===== src/sv/lpg_pkg.sv =====
package lpg_pkg;

  // Fixed field widths of the line command and the point result
  localparam int COORD_W = 6;
  localparam int TAG_W   = 8;
  localparam int SUM_W   = COORD_W + 1;

  // Commands from the controller to the datapath
  typedef struct packed {
    logic load;   // capture a new line command
    logic step;   // present the current point and advance
  } lpg_cmd_t;

  // Status from the datapath to the controller
  typedef struct packed {
    logic last;   // current point is the final point of the line
  } lpg_status_t;

endpackage


===== src/sv/lpg_ctrl.sv =====
module lpg_ctrl (
  input  logic                 clk,
  input  logic                 rst_n,
  input  logic                 start,
  input  lpg_pkg::lpg_status_t status,
  output lpg_pkg::lpg_cmd_t    cmd,
  output logic                 busy,
  output logic                 out_valid
);

  typedef enum logic {
    ST_IDLE,
    ST_RUN
  } state_t;

  state_t state_r;
  state_t state_nxt;

  // Hold state
  always_ff @(posedge clk) begin
    if (!rst_n) begin
      state_r <= ST_IDLE;
    end else begin
      state_r <= state_nxt;
    end
  end

  // Decode next state and datapath commands
  always_comb begin
    state_nxt = state_r;
    cmd.load  = 1'b0;
    cmd.step  = 1'b0;
    case (state_r)
      ST_IDLE: begin
        if (start) begin
          cmd.load  = 1'b1;
          state_nxt = ST_RUN;
        end
      end
      ST_RUN: begin
        cmd.step = 1'b1;
        if (status.last) begin
          state_nxt = ST_IDLE;
        end
      end
      default: begin
        state_nxt = ST_IDLE;
      end
    endcase
  end

  assign busy      = (state_r == ST_RUN);
  assign out_valid = (state_r == ST_RUN);

  a_load_starts_run: assert property (@(posedge clk) disable iff (!rst_n)
    cmd.load |=> busy)
    else $error("accepted command did not start a walk");

  a_last_ends_run: assert property (@(posedge clk) disable iff (!rst_n)
    (busy && status.last) |=> !busy)
    else $error("walk continued past the final point");

  a_run_holds: assert property (@(posedge clk) disable iff (!rst_n)
    (busy && !status.last) |=> busy)
    else $error("walk ended before the final point");

endmodule


===== src/sv/lpg_dp.sv =====
module lpg_dp #(
  parameter int GRID_SIZE = 64
) (
  input  logic                                clk,
  input  logic                                rst_n,
  input  lpg_pkg::lpg_cmd_t                   cmd,
  output lpg_pkg::lpg_status_t                status,
  input  logic [lpg_pkg::COORD_W-1:0]         x_start,
  input  logic [lpg_pkg::COORD_W-1:0]         y_start,
  input  logic [lpg_pkg::COORD_W-1:0]         x_end,
  input  logic [lpg_pkg::COORD_W-1:0]         y_end,
  input  logic [lpg_pkg::TAG_W-1:0]           tag,
  output logic [lpg_pkg::COORD_W-1:0]         point_x,
  output logic [lpg_pkg::COORD_W-1:0]         point_y,
  output logic [lpg_pkg::TAG_W-1:0]           point_tag,
  output logic                                last_point
);

  localparam logic [lpg_pkg::COORD_W-1:0] MaxCoord = lpg_pkg::COORD_W'(GRID_SIZE - 1);

  logic [lpg_pkg::COORD_W-1:0] x0c, y0c, x1c, y1c;
  logic [lpg_pkg::COORD_W-1:0] xa, ya, xb, yb;
  logic [lpg_pkg::COORD_W-1:0] dx, ady;
  logic                        swap, neg, steep;

  logic [lpg_pkg::COORD_W-1:0] x_r, y_r, acc_r, major_r, minor_r, cnt_r;
  logic [lpg_pkg::TAG_W-1:0]   tag_r;
  logic                        steep_r, neg_r;

  logic [lpg_pkg::SUM_W-1:0]   acc_sum;
  logic                        carry;

  // Saturate coordinates to the grid
  assign x0c = (x_start > MaxCoord) ? MaxCoord : x_start;
  assign y0c = (y_start > MaxCoord) ? MaxCoord : y_start;
  assign x1c = (x_end   > MaxCoord) ? MaxCoord : x_end;
  assign y1c = (y_end   > MaxCoord) ? MaxCoord : y_end;

  // Order endpoints so x ascends, then pick the major axis
  assign swap  = (x0c > x1c);
  assign xa    = swap ? x1c : x0c;
  assign ya    = swap ? y1c : y0c;
  assign xb    = swap ? x0c : x1c;
  assign yb    = swap ? y0c : y1c;
  assign dx    = xb - xa;
  assign neg   = (yb < ya);
  assign ady   = neg ? (ya - yb) : (yb - ya);
  assign steep = (ady >= dx);

  // Exact quotient tracking: remainder plus minor delta, at most one wrap per step
  assign acc_sum = {1'b0, acc_r} + {1'b0, minor_r};
  assign carry   = (acc_sum >= {1'b0, major_r});

  // Load a command, or advance one point along the line
  always_ff @(posedge clk) begin
    if (cmd.load) begin
      x_r     <= xa;
      y_r     <= ya;
      acc_r   <= '0;
      major_r <= steep ? ady : dx;
      minor_r <= steep ? dx : ady;
      cnt_r   <= steep ? ady : dx;
      steep_r <= steep;
      neg_r   <= neg;
      tag_r   <= tag;
    end else if (cmd.step) begin
      acc_r <= carry ? lpg_pkg::COORD_W'(acc_sum - {1'b0, major_r})
                     : lpg_pkg::COORD_W'(acc_sum);
      if (!steep_r || carry) begin
        x_r <= x_r + 1'b1;
      end
      if (steep_r || carry) begin
        y_r <= neg_r ? (y_r - 1'b1) : (y_r + 1'b1);
      end
      cnt_r <= cnt_r - 1'b1;
    end
  end

  assign status.last = (cnt_r == '0);
  assign point_x     = x_r;
  assign point_y     = y_r;
  assign point_tag   = tag_r;
  assign last_point  = status.last;

  a_count_down: assert property (@(posedge clk) disable iff (!rst_n)
    (cmd.step && !status.last) |=> (cnt_r == $past(cnt_r) - 1'b1))
    else $error("point count did not advance by one");

  a_rem_below_major: assert property (@(posedge clk) disable iff (!rst_n)
    (cmd.step && !status.last) |-> (acc_r < major_r))
    else $error("slope remainder reached the major delta");

  a_x_monotonic: assert property (@(posedge clk) disable iff (!rst_n)
    (cmd.step && !status.last) |=>
      (x_r == $past(x_r) || x_r == $past(x_r) + 1'b1))
    else $error("x moved by more than one or backward");

endmodule


===== src/sv/line_point_generator.sv =====
// The first point appears in the cycle after the command transfer.
// A line of n major-axis steps emits n+1 points, one per cycle (1 to GRID_SIZE).
// A new command is taken only in idle, after the final point of the current line has been
// emitted; the controller does not accept a new command while a walk is running.
// Points are strobed by out_valid for one cycle each; the receiver cannot stall.
// Reset (rst_n low, synchronous) returns the controller to idle and drops any walk.
module line_point_generator #(
  parameter int GRID_SIZE = 64
) (
  input  logic                        clk,
  input  logic                        rst_n,
  input  logic                        start,
  output logic                        busy,
  input  logic [lpg_pkg::COORD_W-1:0] in_x_start,
  input  logic [lpg_pkg::COORD_W-1:0] in_y_start,
  input  logic [lpg_pkg::COORD_W-1:0] in_x_end,
  input  logic [lpg_pkg::COORD_W-1:0] in_y_end,
  input  logic [lpg_pkg::TAG_W-1:0]   in_tag,
  output logic                        out_valid,
  output logic [lpg_pkg::COORD_W-1:0] out_point_x,
  output logic [lpg_pkg::COORD_W-1:0] out_point_y,
  output logic [lpg_pkg::TAG_W-1:0]   out_point_tag,
  output logic                        out_last_point
);

  lpg_pkg::lpg_cmd_t    cmd;
  lpg_pkg::lpg_status_t status;

  // Sequence the walk
  lpg_ctrl u_ctrl (
    .clk       (clk),
    .rst_n     (rst_n),
    .start     (start),
    .status    (status),
    .cmd       (cmd),
    .busy      (busy),
    .out_valid (out_valid)
  );

  // Compute the points
  lpg_dp #(
    .GRID_SIZE (GRID_SIZE)
  ) u_dp (
    .clk        (clk),
    .rst_n      (rst_n),
    .cmd        (cmd),
    .status     (status),
    .x_start    (in_x_start),
    .y_start    (in_y_start),
    .x_end      (in_x_end),
    .y_end      (in_y_end),
    .tag        (in_tag),
    .point_x    (out_point_x),
    .point_y    (out_point_y),
    .point_tag  (out_point_tag),
    .last_point (out_last_point)
  );

endmodule

===== config.mk =====
export PLATFORM = sky130hd
export DESIGN_NAME = line_point_generator
export DESIGN_NICKNAME = d
export VERILOG_FILES = /design/src/sv/lpg_pkg.sv /design/src/sv/lpg_ctrl.sv /design/src/sv/lpg_dp.sv /design/src/sv/line_point_generator.sv
export SDC_FILE = /design/constraint.sdc
export NUM_CORES = 1
export LEC_CHECK = 0
export ABC_AREA = 1
export BUFFER_PORTS_ARGS = -buffer_cell sky130_fd_sc_hd__buf_2
export CAP_MARGIN = 20
export CORE_MARGIN = 4
export CORE_UTILIZATION = 50
export DETAILED_ROUTE_END_ITERATION = 10
export GPL_TIMING_DRIVEN = 0
export PLACE_DENSITY = 0.71
export SLEW_MARGIN = 20
export SYNTH_ARGS = -nofsm -noshare
export SYNTH_HDL_FRONTEND = slang
export SYNTH_HIERARCHICAL = 1
export SYNTH_SLANG_ARGS = --single-unit
export TNS_END_PERCENT = 5

===== constraint.sdc =====
create_clock -name clk -period 13.8 [get_ports clk]
set_clock_uncertainty 0.15 [all_clocks]
set_input_delay 1.38 -clock clk [delete_from_list [all_inputs] [get_ports clk]]
set_output_delay 1.38 -clock clk [all_outputs]
set_load 0.02 [all_outputs]

Word level (Yosys, flattened, before mapping):

Cells that the tools add are included.
W data, S select, Z words.

* $add $sub $neg: 9
* $lt $le $gt $ge: 8
* multiplexer cells: 26
* bitwise gates (word level): 1
* reduce and logical (&&, ||, !) cells: 9

Operator list (count)
* $mux W6: 21
* $gt A6 B6 Y1 const B: 4
* $sub A6 B6 Y6: 4
* $add A6 B1 Y6 const B: 2
* $sub A6 B1 Y6 const B: 2
* $add A6 B6 Y7: 1
* $ge A7 B6 Y1: 1
* $ge A6 B6 Y1: 1
* $gt A6 B6 Y1: 1
* $logic_not A6 Y1: 1
* $lt A6 B6 Y1: 1
* $reduce_bool A2 Y1: 3
* $mux W1: 4
* $reduce_and A2 Y1: 2
* $logic_or A1 B1 Y1: 2
* $pmux W1 S2: 1
* $logic_not A1 Y1: 1
* $not A1 Y1: 1

* register bits: 47
* word-level logic and storage cells: 63

Depth between registers and ports, before layout:

* depth in word-level cells: 9
* gate-level depth with buffers: 33

Hierarchy:

Netlist, hierarchy kept.

Modules (own cells, without submodules)
* lpg_dp: instances 1, cells each 508, area each 3993.8 µm²
* lpg_ctrl: instances 1, cells each 10, area each 68.8 µm²

Least setup slack after synthesis:

Ideal clock, no wire load.

* path kind: in2reg
* from: input in_x_start[2] in the netlist's numbering
* to: register u_dp/cnt_r[2] in the netlist's numbering (data pin)
* data arrival time: 5.133 ns
* data required time: 13.394 ns
* setup slack: 8.261 ns
* stages: 29
* buffers on the path: 3
* path through: clkbuf_1 > ha_1 > inv_1 > nor2_4 > nand4_2 > nand2_4 > buf_2 > clkbuf_1 > nand2_1 > o21ai_0 > inv_1 > ha_1 > a21oi_1 > inv_1 > a21oi_1 > nand2_4 > nand2_1 > nand2_1 > nand2_1 > nand2_1 > ha_1 > a21oi_1 > o21a_1 > nand3_1 > inv_1 > nand2_1 > a21boi_2 > nand2_1 > o21ai_2

* word-level cells in the longest chain between the ends: 9

RTL lines
* start, declared: RTL line line_point_generator.sv:14 `input logic [lpg_pkg::COORD_W-1:0] in_x_start,`
* $gt A6 B6 Y1: RTL line lpg_dp.sv:34 `assign x0c = (x_start > MaxCoord) ? MaxCoord : x_start;`
* $mux W6 *: RTL line lpg_dp.sv:34
* $gt A6 B6 Y1: RTL line lpg_dp.sv:40 `assign swap = (x0c > x1c);`
* $mux W6, on equally long branches: RTL line lpg_dp.sv:44, lpg_dp.sv:42
* $sub A6 B6 Y6 / $lt A6 B6 Y1 (equally long branches): RTL line lpg_dp.sv:47, lpg_dp.sv:46
* $mux W6: RTL line lpg_dp.sv:47 `assign ady = neg ? (ya - yb) : (yb - ya);`
* $ge A6 B6 Y1: RTL line lpg_dp.sv:48 `assign steep = (ady >= dx);`
* $mux W6 *: RTL line lpg_dp.sv:62 `cnt_r <= steep ? ady : dx;`
* $mux W6 *: RTL line lpg_dp.sv:56 `if (cmd.load) begin`
* end signal, assigned: RTL line lpg_dp.sv:62
* end signal, assigned: RTL line lpg_dp.sv:75 `cnt_r <= cnt_r - 1'b1;`
* end, declared: RTL line lpg_dp.sv:26 `logic [lpg_pkg::COORD_W-1:0] x_r, y_r, acc_r, major_r, minor_r, cnt_r;`

Every way passes the cells marked *; elsewhere a longest branch is shown, timed or not.
A chain may end at the register's enable or synchronous reset.

Final worst setup path:

* from: input in_x_start[2] in the netlist's numbering
* to: register u_dp/major_r[5] in the netlist's numbering (data pin)

* word-level cells in the longest chain between the ends: 8

RTL lines
* $gt A6 B6 Y1: RTL line lpg_dp.sv:34
* $mux W6 *: RTL line lpg_dp.sv:34
* $gt A6 B6 Y1: RTL line lpg_dp.sv:40
* $mux W6, on equally long branches: RTL line lpg_dp.sv:44, lpg_dp.sv:42
* $sub A6 B6 Y6 / $lt A6 B6 Y1 (equally long branches): RTL line lpg_dp.sv:47, lpg_dp.sv:46
* $mux W6: RTL line lpg_dp.sv:47
* $ge A6 B6 Y1: RTL line lpg_dp.sv:48
* $mux W6 *: RTL line lpg_dp.sv:60 `major_r <= steep ? ady : dx;`
* end signal, assigned: RTL line lpg_dp.sv:60
* end, declared: RTL line lpg_dp.sv:26

Marks and branches as above.

==> out/metrics.csv <==
stage,metric,value,unit
clock_network,cts_tree,built,
detailed_routing,ant_nets,0,
placed_design,dp_hpwl,7.29,mm
global_routing,grt-ovfl-total,0,
floorplan,core-area,7810,µm²
clock_network,clock_latency,0.30,ns
yosys,yosysSeqAreaShare,33.0,%
sta,fin_crit_sh,44.2,%
worst_setup_path,crit_path_start_kind,input port,
pwr,netSwitchingFraction,47.1,%
worst_setup_path,r2r_cells,15,
yosys,synth_area_leader_cell,edfxtp_1,
worst_setup_path,critPathMaxStageDelay,0.37,ns
clock_network,cts_buffer_depth,2,
pwr,combPwrFrac,63.9,%
yosys,ys_ff_latch,47,
pwr,p_sw,492,µW
clock_network,h-tree-depth,2,
floorplan,num_rows,32,
final_layout,antenna-diode-count,0,
worst_setup_path,endpoint_kind,register,
yosys,syn_area_per_cell,7.84,µm²
detailed_routing,viasPerCell,5.09,
pwr,leakage,0.00235,µW
yosys,synth_top_flop_cell,edfxtp_1,
sta,rsz0062_at_grt,no,
clock_network,numClockSinks,47,
detailed_routing,vias,3495,
final_layout,area_delta_synth_final,13.2,%
sta,slew_viol_final,0,
worst_setup_path,worstPathRequired,13.70,ns
yosys,netlist_instances,518,
final_layout,final_layout_size_suffix_gt1_share,19.3,%
detailed_routing,drc,0,
worst_setup_path,cpLargestDelayFamily,simple AND/OR/NAND/NOR gates,
global_routing,grt_pass1_vias,3453,
final_layout,fin_nets,661,
sta,min_period,6.10,ns
sta,max_freq,164,MHz
worst_setup_path,path_class,input port to register,
worst_setup_path,path_buf_inv,8,
worst_setup_path,rr_endpoint,u_dp/point_x[5],
clock_network,clk_pin_slew_worst_paths,0.09,ns
pwr,pwr-share-seq,26.3,%
pwr,vdd_ir_drop_max,110,µV
pwr,clkPwrFrac,9.8,%
sta,setup_viol,0,
worst_setup_path,cp_max_fo,10,
sta,slew_headroom,61.5,%
sta,finalSetupTns,0,ns
clock_network,cts_setup_buffers,0,
worst_setup_path,critical_path.endpoint,u_dp/major_r[5],
yosys,synth_commonest_cells,"113 x nand2_1, 93 x inv_1, 40 x edfxtp_1",
worst_setup_path,crit_arrival,6.01,ns
yosys,synth_top_cell_area_share,29.6,%
floorplan,die_y,98.1,µm
worst_setup_path,cp_common_cell,nand2_1,
sta,whs,0.330,ns
clock_network,cts_root_buffer,clkbuf_8,
floorplan,dieWidth,98.1,µm
global_routing,grt_use_total,19.3,%
floorplan,num_io_pins,58,
floorplan,dieArea,9630,µm²
yosys,synth_edf_count,40,
yosys,syn_nets,596,
worst_setup_path,crit_start,in_x_start[2],
pwr,intPower,552,µW
yosys,synthArstFlopShare,0,%
yosys,yosysMostFrequentCell,nand2_1,
sta,worst_pin_slew,0.577,ns
worst_setup_path,r2r_setup_slack,10.09,ns
run,cap_violations,0,
clock_network,cts_buffers,5,
clock_network,cts_resized,0,
floorplan,start_util,52.0,%
detailed_routing,first_pass_iters,4,
placed_design,io_buffer_count,57,
status,run_status,"complete, no violations",
detailed_routing,wire_per_inst,13.1,µm
detailed_routing,drtIter0Drc,118,
detailed_routing,wirelength,8.98,mm
placed_design,place_congestion,0.844,
worst_setup_path,r2r-start,u_dp/minor_r[0],
worst_setup_path,cp_slowest_cell,clkbuf_1,
global_routing,antenna_found_initial,0,
yosys,synth.distinct_cells,45,
worst_setup_path,crit_cells,28,
sta,hold_violations,0,
pwr,p_per_area,227,nW/µm²
clock_network,cts_hold_buf,0,
worst_hold_path,hp-class,register to register,
yosys,synth_area_leaders,"edfxtp_1 30%, ha_1 12%, nand2_1 10%, inv_1 8.6%, o21ai_0 4.8%",
yosys,yosysWarnings,6,
yosys,synth_area,4060,µm²
global_routing,grt_max_degree,28,
global_routing,grt_first_pass_wirelength,15.4,mm
[through the flow]
| stage | cell area, µm² | utilization, % | power (µW) | instances | setup slack [ns] |
|---|---|---|---|---|---|
| after floorplan | 4060 | - | 787 | 518 | 8.26 |
| after CTS | 4590 | 58.7 | 1050 | 685 | 7.73 |
| after global placement | 4480 | 57.3 | 920 | 677 | 7.46 |
| final | 4600 | 58.9 | 1040 | 686 | 7.70 |
| after global routing | 4600 | 58.9 | 1160 | 686 | 7.23 |
| after detailed placement | 4480 | 57.3 | 939 | 677 | 7.43 |
[layout by cell type (no fill, tap or decap), types with 2 or more instances in the layout]
cell type	netlist	final
a21oi_1	25	25
a21oi_2	3	3
and2_1	4	4
and2_4	2	2
buf_2	5	62
buf_4	3	3
clkbuf_1	8	9
clkbuf_8	0	5
dfxtp_1	7	7
edfxtp_1	40	40
fa_1	4	4
ha_1	39	39
inv_1	93	93
inv_2	3	3
nand2_1	113	113
nand2_2	13	13
nand2_4	4	4
nand3_1	29	29
nand4_1	4	4
nor2_1	17	17
nor2_4	2	2
nor3_1	3	3
o211ai_1	5	5
o21a_1	2	2
o21ai_0	39	39
o21ai_1	4	4
o21ai_2	5	5
o21ai_4	2	2
o21bai_1	2	2
o22ai_1	2	2
xnor2_1	9	9
xor2_1	13	13
[per-layer routing]
layer  global-route usage [%]  routed length (µm)  up-vias
met3                     2.93                 410       14
met4                     5.57                 157        0
li1                         -                   -     1821
met5                        0                   0        -
met1                     24.8                4100     1584
met2                     33.6                4300       76
[power groups by stage]
stage               clock network [µW]  logic (µW)  registers, µW
CTS                                106         665            275
finish                             103         667            274
floorplan                            0         493            294
global placement                     0         644            276
detailed placement                   0         661            278
global route                       111         765            282
[state kept, by name, summed over array words and instances, names as in the netlist]
register,count
u_dp/point_tag,8
u_dp/acc_r,6
u_dp/cnt_r,6
u_dp/major_r,6
u_dp/minor_r,6
u_dp/point_x,6
u_dp/point_y,6
u_ctrl/busy,1
u_dp/neg_r,1
u_dp/steep_r,1
[worst min-delay path by stage]
stage | startpoint | end | slack (ns) | cells past startpoint
2_1_floorplan | u_dp/acc_r[0] | u_dp/acc_r[0] | 0.30 | 2
3_3_place_gp | u_dp/acc_r[0] | u_dp/acc_r[0] | 0.31 | 2
3_5_place_dp | u_dp/acc_r[2] | u_dp/acc_r[2] | 0.32 | 2
4_1_cts | u_dp/acc_r[2] | u_dp/acc_r[2] | 0.33 | 2
5_1_grt | u_dp/acc_r[2] | u_dp/acc_r[2] | 0.36 | 2
6_report | u_dp/acc_r[4] | u_dp/acc_r[4] | 0.33 | 2
[cell families (layout without fill, tap and decap cells)]
group | count (synthesis) | count (layout) | synth area share (%)
compound gates | 97 | 97 | 14.5
xor+xnor | 22 | 22 | 4.74
fa+ha+maj | 43 | 43 | 14.0
buf+inv | 114 | 180 | 11.4
flops | 47 | 47 | 33.0
simple gates | 195 | 195 | 22.4
[worst min-delay path: stages, from the launching register on]
cell	delay, ns
dfxtp_1	0.32
nand2_1	0.06
a21oi_1	0.06
[final cells by class]
class | count | area (µm²)
sequential | 47 | 1340
fill | 744 | 3210
clock inverter | 2 | 37.5
buffer | 17 | 97.6
clock buffer | 6 | 72.6
timing repair buffer | 58 | 300
inverter | 97 | 364
multi-input combinational | 357 | 2260
tap | 102 | 128
No activity file was read; power rests on OpenSTA's default activity.
